## src/sv/pcfd_pkg.sv

```systemverilog
package pcfd_pkg;

   // Field widths of the ports.
   localparam int BYTE_W      = 8;
   localparam int PIN_MODES_W = 28;
   localparam int LEVELS_W    = 14;
   localparam int PIN_W       = 4;
   localparam int VALUE_W     = 10;

   // Pins and their mode fields.
   localparam int PIN_COUNT_DEF = 14;
   localparam int MODE_W        = 2;
   localparam int CMD_PIN_W     = 5;

   // Pin mode codes.
   localparam logic [MODE_W-1:0] MODE_UNUSED = 2'd0;
   localparam logic [MODE_W-1:0] MODE_DIN    = 2'd1;
   localparam logic [MODE_W-1:0] MODE_DOUT   = 2'd2;
   localparam logic [MODE_W-1:0] MODE_PWM    = 2'd3;

   // Frame decoder phase codes.
   localparam int PHASE_W = 2;
   localparam logic [PHASE_W-1:0] PHASE_IDLE    = 2'd0;
   localparam logic [PHASE_W-1:0] PHASE_LENGTH  = 2'd1;
   localparam logic [PHASE_W-1:0] PHASE_PAYLOAD = 2'd2;
   localparam logic [PHASE_W-1:0] PHASE_SPARE   = 2'd3;

   // Payload position saturates once the two level bytes have gone by.
   localparam int POS_W = 2;
   localparam logic [POS_W-1:0] POS_LOW  = 2'd0;
   localparam logic [POS_W-1:0] POS_HIGH = 2'd1;
   localparam logic [POS_W-1:0] POS_CMD  = 2'd2;

endpackage

```

## src/sv/pin_command_frame_decoder_core.sv

```systemverilog
// Channel   Direction  Handshake              Payload
// req_      in         req_valid / req_stall  req_rx_byte
// rsp_      out        rsp_valid / rsp_stall  rsp_digital_levels, rsp_levels_updated,
//                                             rsp_pwm_valid, rsp_pwm_pin, rsp_pwm_value
// csr_      in         csr_wr_en              csr_wr_data (pin modes)
//
// Every received byte gives one result, registered and presented in the cycle after its transfer.
// One byte per cycle is taken; the framing state and the result register
// are updated in the same cycle, so there is no inner loop.
// The input stalls only while a result is held and the output is stalled.
// Reset is synchronous and active high; it clears the framing state, the
// level register, the pin modes and the result valid flag.
module pin_command_frame_decoder_core #(
   parameter int PIN_COUNT = pcfd_pkg::PIN_COUNT_DEF
) (
   input  logic                              clock,
   input  logic                              reset,
   input  logic                              req_valid,
   output logic                              req_stall,
   input  logic [pcfd_pkg::BYTE_W-1:0]       req_rx_byte,
   output logic                              rsp_valid,
   input  logic                              rsp_stall,
   output logic [pcfd_pkg::LEVELS_W-1:0]     rsp_digital_levels,
   output logic                              rsp_levels_updated,
   output logic                              rsp_pwm_valid,
   output logic [pcfd_pkg::PIN_W-1:0]        rsp_pwm_pin,
   output logic [pcfd_pkg::VALUE_W-1:0]      rsp_pwm_value,
   input  logic                              csr_wr_en,
   input  logic [pcfd_pkg::PIN_MODES_W-1:0]  csr_wr_data
);

   localparam int MODE_SLOTS = 2 ** pcfd_pkg::PIN_W;

   // Configuration and framing state.
   logic [pcfd_pkg::PIN_MODES_W-1:0] pin_modes_ff;
   logic [pcfd_pkg::PHASE_W-1:0]     phase_ff, phase_in;
   logic [pcfd_pkg::BYTE_W-1:0]      bytes_left_ff, bytes_left_in;
   logic [pcfd_pkg::POS_W-1:0]       position_ff, position_in;
   logic [5:0]                       low_pins_ff, low_pins_in;
   logic [5:0]                       high_pins_ff, high_pins_in;
   logic                             awaiting_ff, awaiting_in;
   logic [pcfd_pkg::PIN_W-1:0]       pending_pin_ff, pending_pin_in;
   logic [1:0]                       pending_low_ff, pending_low_in;
   logic [pcfd_pkg::LEVELS_W-1:0]    levels_ff, levels_in;

   // Result register.
   logic                             rsp_valid_ff, rsp_valid_in;
   logic [pcfd_pkg::LEVELS_W-1:0]    out_levels_ff;
   logic                             out_updated_ff, out_updated_in;
   logic                             out_pwm_valid_ff, out_pwm_valid_in;
   logic [pcfd_pkg::PIN_W-1:0]       out_pwm_pin_ff, out_pwm_pin_in;
   logic [pcfd_pkg::VALUE_W-1:0]     out_pwm_value_ff, out_pwm_value_in;

   logic                             req_take;
   logic [pcfd_pkg::MODE_W-1:0]      mode_slot [MODE_SLOTS];
   logic [pcfd_pkg::LEVELS_W-1:0]    dout_mask;
   logic [pcfd_pkg::LEVELS_W-1:0]    level_src;
   logic                             latch;
   logic [pcfd_pkg::CMD_PIN_W-1:0]   cmd_pin;
   logic                             cmd_is_pwm;
   logic [pcfd_pkg::BYTE_W-1:0]      bytes_dec;

   // A new byte is taken unless a held result cannot leave.
   assign req_stall = rsp_valid_ff & rsp_stall;
   assign req_take  = req_valid & ~req_stall;

   // Per-pin mode view; slots beyond the pin count read as unused.
   for (genvar i = 0; i < MODE_SLOTS; i++) begin : g_modes
      if (i < PIN_COUNT) begin : g_real
         assign mode_slot[i] = pin_modes_ff[pcfd_pkg::MODE_W*i +: pcfd_pkg::MODE_W];
      end else begin : g_none
         assign mode_slot[i] = pcfd_pkg::MODE_UNUSED;
      end
   end

   // Pins that take their level from the frame: digital outputs from pin 2 up.
   for (genvar i = 0; i < pcfd_pkg::LEVELS_W; i++) begin : g_mask
      if (i >= 2 && i < PIN_COUNT) begin : g_pin
         assign dout_mask[i] = (mode_slot[i] == pcfd_pkg::MODE_DOUT);
      end else begin : g_fixed
         assign dout_mask[i] = 1'b0;
      end
   end

   assign level_src  = {high_pins_in, low_pins_in, 2'b00};
   assign cmd_pin    = req_rx_byte[6:2];
   assign cmd_is_pwm = ~cmd_pin[pcfd_pkg::CMD_PIN_W-1]
                       & (mode_slot[cmd_pin[pcfd_pkg::PIN_W-1:0]] == pcfd_pkg::MODE_PWM);
   assign bytes_dec  = bytes_left_ff - 8'd1;

   // Frame decoding for one byte.
   always_comb begin
      phase_in         = phase_ff;
      bytes_left_in    = bytes_left_ff;
      position_in      = position_ff;
      low_pins_in      = low_pins_ff;
      high_pins_in     = high_pins_ff;
      awaiting_in      = awaiting_ff;
      pending_pin_in   = pending_pin_ff;
      pending_low_in   = pending_low_ff;
      latch            = 1'b0;
      out_pwm_valid_in = 1'b0;
      out_pwm_pin_in   = '0;
      out_pwm_value_in = '0;
      case (phase_ff)
         pcfd_pkg::PHASE_LENGTH: begin
            bytes_left_in = req_rx_byte;
            position_in   = pcfd_pkg::POS_LOW;
            low_pins_in   = '0;
            high_pins_in  = '0;
            awaiting_in   = 1'b0;
            if (req_rx_byte == '0) begin
               latch    = 1'b1;
               phase_in = pcfd_pkg::PHASE_IDLE;
            end else begin
               phase_in = pcfd_pkg::PHASE_PAYLOAD;
            end
         end
         pcfd_pkg::PHASE_PAYLOAD: begin
            if (awaiting_ff) begin
               out_pwm_valid_in = 1'b1;
               out_pwm_pin_in   = pending_pin_ff;
               out_pwm_value_in = {req_rx_byte, pending_low_ff};
               awaiting_in      = 1'b0;
            end else if (position_ff == pcfd_pkg::POS_LOW) begin
               low_pins_in = req_rx_byte[5:0];
            end else if (position_ff == pcfd_pkg::POS_HIGH) begin
               high_pins_in = req_rx_byte[5:0];
            end else if (cmd_is_pwm) begin
               if (req_rx_byte[7] && bytes_left_ff > 8'd1) begin
                  awaiting_in    = 1'b1;
                  pending_pin_in = cmd_pin[pcfd_pkg::PIN_W-1:0];
                  pending_low_in = req_rx_byte[1:0];
               end else begin
                  out_pwm_valid_in = 1'b1;
                  out_pwm_pin_in   = cmd_pin[pcfd_pkg::PIN_W-1:0];
                  out_pwm_value_in = {8'd0, req_rx_byte[1:0]};
               end
            end
            if (position_ff != pcfd_pkg::POS_CMD) begin
               position_in = position_ff + 2'd1;
            end
            // Payload phase always holds at least one byte to go.
            bytes_left_in = bytes_dec;
            if (bytes_dec == '0) begin
               latch       = 1'b1;
               awaiting_in = 1'b0;
               phase_in    = pcfd_pkg::PHASE_IDLE;
            end
         end
         default: begin
            phase_in = (req_rx_byte == '0) ? pcfd_pkg::PHASE_LENGTH : pcfd_pkg::PHASE_IDLE;
         end
      endcase
      out_updated_in = latch;
      levels_in      = latch ? ((levels_ff & ~dout_mask) | (level_src & dout_mask)) : levels_ff;
   end

   assign rsp_valid_in = req_take | (rsp_valid_ff & rsp_stall);

   // Control state and configuration.
   always_ff @(posedge clock) begin
      if (reset) begin
         pin_modes_ff   <= '0;
         phase_ff       <= pcfd_pkg::PHASE_IDLE;
         bytes_left_ff  <= '0;
         position_ff    <= pcfd_pkg::POS_LOW;
         low_pins_ff    <= '0;
         high_pins_ff   <= '0;
         awaiting_ff    <= 1'b0;
         pending_pin_ff <= '0;
         pending_low_ff <= '0;
         levels_ff      <= '0;
         rsp_valid_ff   <= 1'b0;
      end else begin
         if (csr_wr_en) begin
            pin_modes_ff <= csr_wr_data;
         end
         if (req_take) begin
            phase_ff       <= phase_in;
            bytes_left_ff  <= bytes_left_in;
            position_ff    <= position_in;
            low_pins_ff    <= low_pins_in;
            high_pins_ff   <= high_pins_in;
            awaiting_ff    <= awaiting_in;
            pending_pin_ff <= pending_pin_in;
            pending_low_ff <= pending_low_in;
            levels_ff      <= levels_in;
         end
         rsp_valid_ff <= rsp_valid_in;
      end
   end

   // Result payload is loaded on each input transfer.
   always_ff @(posedge clock) begin
      if (req_take) begin
         out_levels_ff    <= levels_in;
         out_updated_ff   <= out_updated_in;
         out_pwm_valid_ff <= out_pwm_valid_in;
         out_pwm_pin_ff   <= out_pwm_pin_in;
         out_pwm_value_ff <= out_pwm_value_in;
      end
   end

   assign rsp_valid          = rsp_valid_ff;
   assign rsp_digital_levels = out_levels_ff;
   assign rsp_levels_updated = out_updated_ff;
   assign rsp_pwm_valid      = out_pwm_valid_ff;
   assign rsp_pwm_pin        = out_pwm_pin_ff;
   assign rsp_pwm_value      = out_pwm_value_ff;

`ifndef SYNTHESIS
   // A continuation is only awaited inside a frame payload.
   a_await_in_payload: assert property (@(posedge clock) disable iff (reset)
      awaiting_ff |-> (phase_ff == pcfd_pkg::PHASE_PAYLOAD))
      else $error("continuation pending outside payload");

   // The payload phase always has bytes left to receive.
   a_payload_count: assert property (@(posedge clock) disable iff (reset)
      (phase_ff == pcfd_pkg::PHASE_PAYLOAD) |-> (bytes_left_ff != '0))
      else $error("payload phase with no bytes left");

   // The spare phase code is never entered.
   a_no_spare_phase: assert property (@(posedge clock) disable iff (reset)
      phase_ff != pcfd_pkg::PHASE_SPARE)
      else $error("spare phase code entered");

   // A byte taken while idle never latches levels.
   a_idle_no_latch: assert property (@(posedge clock) disable iff (reset)
      (req_take && phase_ff == pcfd_pkg::PHASE_IDLE) |=> !out_updated_ff)
      else $error("levels latched on a byte between frames");

   // PWM updates name a pin below the pin count, and pins 0 and 1 never get levels.
   a_pwm_pin_range: assert property (@(posedge clock) disable iff (reset)
      (rsp_valid_ff && out_pwm_valid_ff) |-> (out_pwm_pin_ff < PIN_COUNT))
      else $error("pwm update for a pin out of range");

   a_low_pins_clear: assert property (@(posedge clock) disable iff (reset)
      levels_ff[1:0] == 2'b00)
      else $error("level set on pin 0 or 1");
`endif

endmodule

```

## config.mk

```make
export PLATFORM = sky130hd
export DESIGN_NAME = pin_command_frame_decoder_core
export DESIGN_NICKNAME = d
export VERILOG_FILES = /design/src/sv/pcfd_pkg.sv /design/src/sv/pin_command_frame_decoder_core.sv
export SDC_FILE = /design/constraint.sdc
export NUM_CORES = 1
export LEC_CHECK = 0
export BUFFER_PORTS_ARGS = -buffer_cell sky130_fd_sc_hd__buf_2
export CORE_ASPECT_RATIO = 1.25
export CORE_UTILIZATION = 50
export CTS_CLUSTER_DIAMETER = 200
export DETAILED_ROUTE_END_ITERATION = 16
export PLACE_DENSITY = 0.69
export SETUP_SLACK_MARGIN = 0.5
export SLEW_MARGIN = 40
export SYNTH_ARGS = -nofsm -noshare
export SYNTH_HDL_FRONTEND = slang
export SYNTH_SLANG_ARGS = --single-unit
export TNS_END_PERCENT = 30
```

## constraint.sdc

```tcl
create_clock -name clock -period 4.9 [get_ports clock]
set_input_delay 0.49 -clock clock [delete_from_list [all_inputs] [get_ports clock]]
set_output_delay 0.49 -clock clock [all_outputs]
set_load 0.005 [all_outputs]
```

==> flow_metrics.env <==
export IMPL_worstSetupEndpointType="register"
export IMPL_post_cts_buffers=0
export IMPL_ctsResizeCount=0
export IMPL_htreeDepth=3
export IMPL_yosysWarnings=0
export IMPL_clock_sinks=100
export IMPL_synth_seq_area_share_pct=46.59
export IMPL_tightest_slew_ns=0.8212
export IMPL_dpl_cell_count=671
export IMPL_async_flop_share_pct=0
export IMPL_intPower_mw=1.364
export IMPL_chipWidth_um=90.53
export IMPL_clk_latency_ns=0.35
export IMPL_synthFlopType="dfxtp_1"
export IMPL_fin_skew_ns=0.006633
export IMPL_power_switching_mw=0.3919
export IMPL_synth_edff_count=28
export IMPL_min_to="rsp_valid"
export IMPL_clk_pin_slew_ns=0.07
export IMPL_critPathArrivalTime_ns=3.04
export IMPL_power_switching_share_pct=22.32
export IMPL_antenna_found_initial=0
export IMPL_post_synth_main_area_contributors="dfxtp_1 29%, edfxtp_1 17%, mux2i_1 8.2%"
export IMPL_setup_violations_final=0
export IMPL_layout_common_cells="72 x dfxtp_1, 70 x buf_2, 61 x nor2_1"
export IMPL_met3_usage_pct=3.117
export IMPL_fill_cells=851
export IMPL_holdCritPathClass="primary input to register"
export IMPL_synth_seq_cells=100
export IMPL_ir_drop_mv=0.1797
export IMPL_setup_tns_final_ns=0
export IMPL_synth_cells=508
export IMPL_hold_viol=0
export IMPL_route_detailed_drc=0
export IMPL_use_met2_pct=37.63
export IMPL_io_pins=73
export IMPL_clkPwrFrac_pct=43.1
export IMPL_routedWlPerCell_um=16.22
export IMPL_dr_pass1_iters=5
export IMPL_synth_avg_cell_area_um2=9.643
export IMPL_max_freq_mhz=349.8
export IMPL_diodes=0
export IMPL_top_usage_layer="met2"
export IMPL_seqPwrFrac_pct=50.4
export IMPL_min_from="req_valid"
export IMPL_via_per_inst=5.716
export IMPL_synth_top_area_share_pct=29.43
export IMPL_drive_gt1_share_pct=18.72
export IMPL_cts_hold_buf=0
export IMPL_drtIter0Drc=212
export IMPL_worstSetupPathType="register to register"
export IMPL_r2r_start="phase_ff[0]"
export IMPL_hpwl_um=7570
export IMPL_power_share_combinational_pct=6.5
export IMPL_p_leak_nw=2.136
export IMPL_slew_limit_headroom_pct=45.25
export IMPL_reg2reg_slack_ns=2.04
export IMPL_r2r_worst_path_cells=7
export IMPL_yosys_area_top_type="dfxtp_1"
export IMPL_netlist_area_um2=4898
export IMPL_cp_start_kind="register"
export IMPL_final_cell_count_no_fill=687
export IMPL_reg2reg_to="rsp_pwm_pin[2]"
export IMPL_status="finished clean"
export IMPL_hold_depth=3
export IMPL_rsz0062_at_grt="no"
export IMPL_place_congestion=0.8109
export IMPL_min_period_ns=2.859
export IMPL_drv_cap=0
export IMPL_period_share_pct=58.34
export IMPL_cts_tree="yes"
export IMPL_required_ns=5.08
export IMPL_cts_made_buffers=9
export IMPL_synthToLayoutAreaGrowth_pct=13.36
export IMPL_drv_slew=0
export IMPL_dieArea_um2=10200
export IMPL_overflow=0
export IMPL_grtUsageTotal_pct=22.58
export IMPL_fin_nets=605
export IMPL_grt_first_pass_wirelength_um=18010
export IMPL_layout_commonest_cell="dfxtp_1"
export IMPL_grt_pass1_vias=3724
export IMPL_finalWirelength_um=11140
export IMPL_worstPathMaxFanout=29
export IMPL_use_met1_pct=28.29
export IMPL_grt_max_degree=73
export IMPL_clockBufferDepth=2
export IMPL_detail_route_antenna_nets=0
export IMPL_die_y_um=112.7
export IMPL_initial_core_util_pct=51.24
export IMPL_via_count=3927
export IMPL_fp_row_count=40
export IMPL_cts_root_buffer="clkbuf_16"
export IMPL_port_buffers=70
export IMPL_core_um2=9559
export IMPL_power_density_nw_per_um2=316.2
export IMPL_synth_cell_types=63
critical path, cell delays in order, from the launching register on:
cell,delay [ns]
dfxtp_1,0.33
inv_1,0.06
ha_2,0.50
inv_2,0.11
or4_1,0.50
a31oi_2,0.55
nand4_1,0.41
o22ai_1,0.23
per-layer routing:
metal	share of wire [%]	wire length (um)
met1	45	5013
met2	48	5335
met4	3.5	385
met3	3.7	410
met5	0	0
registers in the layout (all words and copies together), names as in the netlist, 2 cells and up:
register	cells
pin_modes_ff	28
phase_ff	2
high_pins_ff	6
bytes_left_ff	8
rsp_pwm_pin	4
pending_pin_ff	4
rsp_pwm_value	10
low_pins_ff	6
levels_ff	12
pending_low_ff	2
rsp_digital_levels	12
position_ff	2
through the flow:
step                power [mW]  instance area (um2)  util (%)  setup WS (ns)  hold WS, ns
global placement         1.015                 5225     54.66          1.928       0.4413
global route             1.808                 5553     58.09          1.834       0.3953
detailed placement       1.018                 5233     54.74          1.783       0.4480
CTS                      1.766                 5550     58.06          1.736       0.3682
finish                   1.756                 5553     58.09          2.041       0.3673
floorplan               0.9707                 4902         -          2.640       0.4357
area by class of cell:
| cell class | instances | area [um2] | area share [%] |
|---|---|---|---|
| inverter | 21 | 83.83 | 1.510 |
| clock buffer | 10 | 229.0 | 4.123 |
| timing repair buffer | 72 | 365.4 | 6.580 |
| multi-input combinational | 352 | 2346 | 42.25 |
| tap | 126 | 157.7 | 2.839 |
| clock inverter | 6 | 88.84 | 1.600 |
| sequential | 100 | 2282 | 41.10 |
Yosys cell counts, types with 3 or more instances:
cell type / instances
dfxtp_1: 72
buf_1: 3
mux2_1: 12
o21ai_1: 3
clkbuf_1: 19
buf_4: 5
nand4b_1: 14
a31o_1: 6
ha_1: 8
and3_1: 8
buf_2: 3
nor2_1: 62
a22oi_1: 4
mux2i_1: 40
o21ai_0: 8
nand4_1: 9
nor3_1: 14
inv_1: 18
o31ai_1: 13
buf_6: 4
nand2b_1: 14
nand2_1: 43
edfxtp_1: 28
nor4_1: 3
o22ai_1: 9
a21oi_1: 40
cells by family (layout without fill, tap and decap cells):
group           count (synthesis)  in the layout  share of synthesized area, %
xor+xnor                        2              2                        0.3577
flops                         100            100                         46.59
fa+ha+maj                       8              8                         2.044
buf+inv                        57            109                         5.849
compound gates                102            102                         14.18
mux                            54             54                         11.62
other cells                     1              2                       0.07655
simple gates                  184            184                         19.28
power groups by stage:
stage	clock, mW	combinational [mW]	sequential [mW]
after floorplan	0	0.0683	0.902
after detailed placement	0	0.115	0.903
final	0.757	0.115	0.885
after global placement	0	0.113	0.902
after CTS	0.766	0.116	0.884
after global routing	0.796	0.126	0.887
worst max-delay path by stage:
stage / from / endpoint / slack [ns] / depth (start not counted)
4_1_cts: phase_ff[0] / rsp_pwm_pin[2] / 1.74 / 7
2_1_floorplan: req_valid / rsp_digital_levels[10] / 2.64 / 4
3_5_place_dp: phase_ff[0] / rsp_pwm_pin[2] / 1.78 / 7
3_3_place_gp: phase_ff[0] / rsp_pwm_pin[1] / 1.93 / 7
6_report: phase_ff[0] / rsp_pwm_pin[2] / 2.04 / 7
5_1_grt: phase_ff[0] / rsp_pwm_pin[2] / 1.83 / 7
No activity file was read; power rests on OpenSTA's default activity.
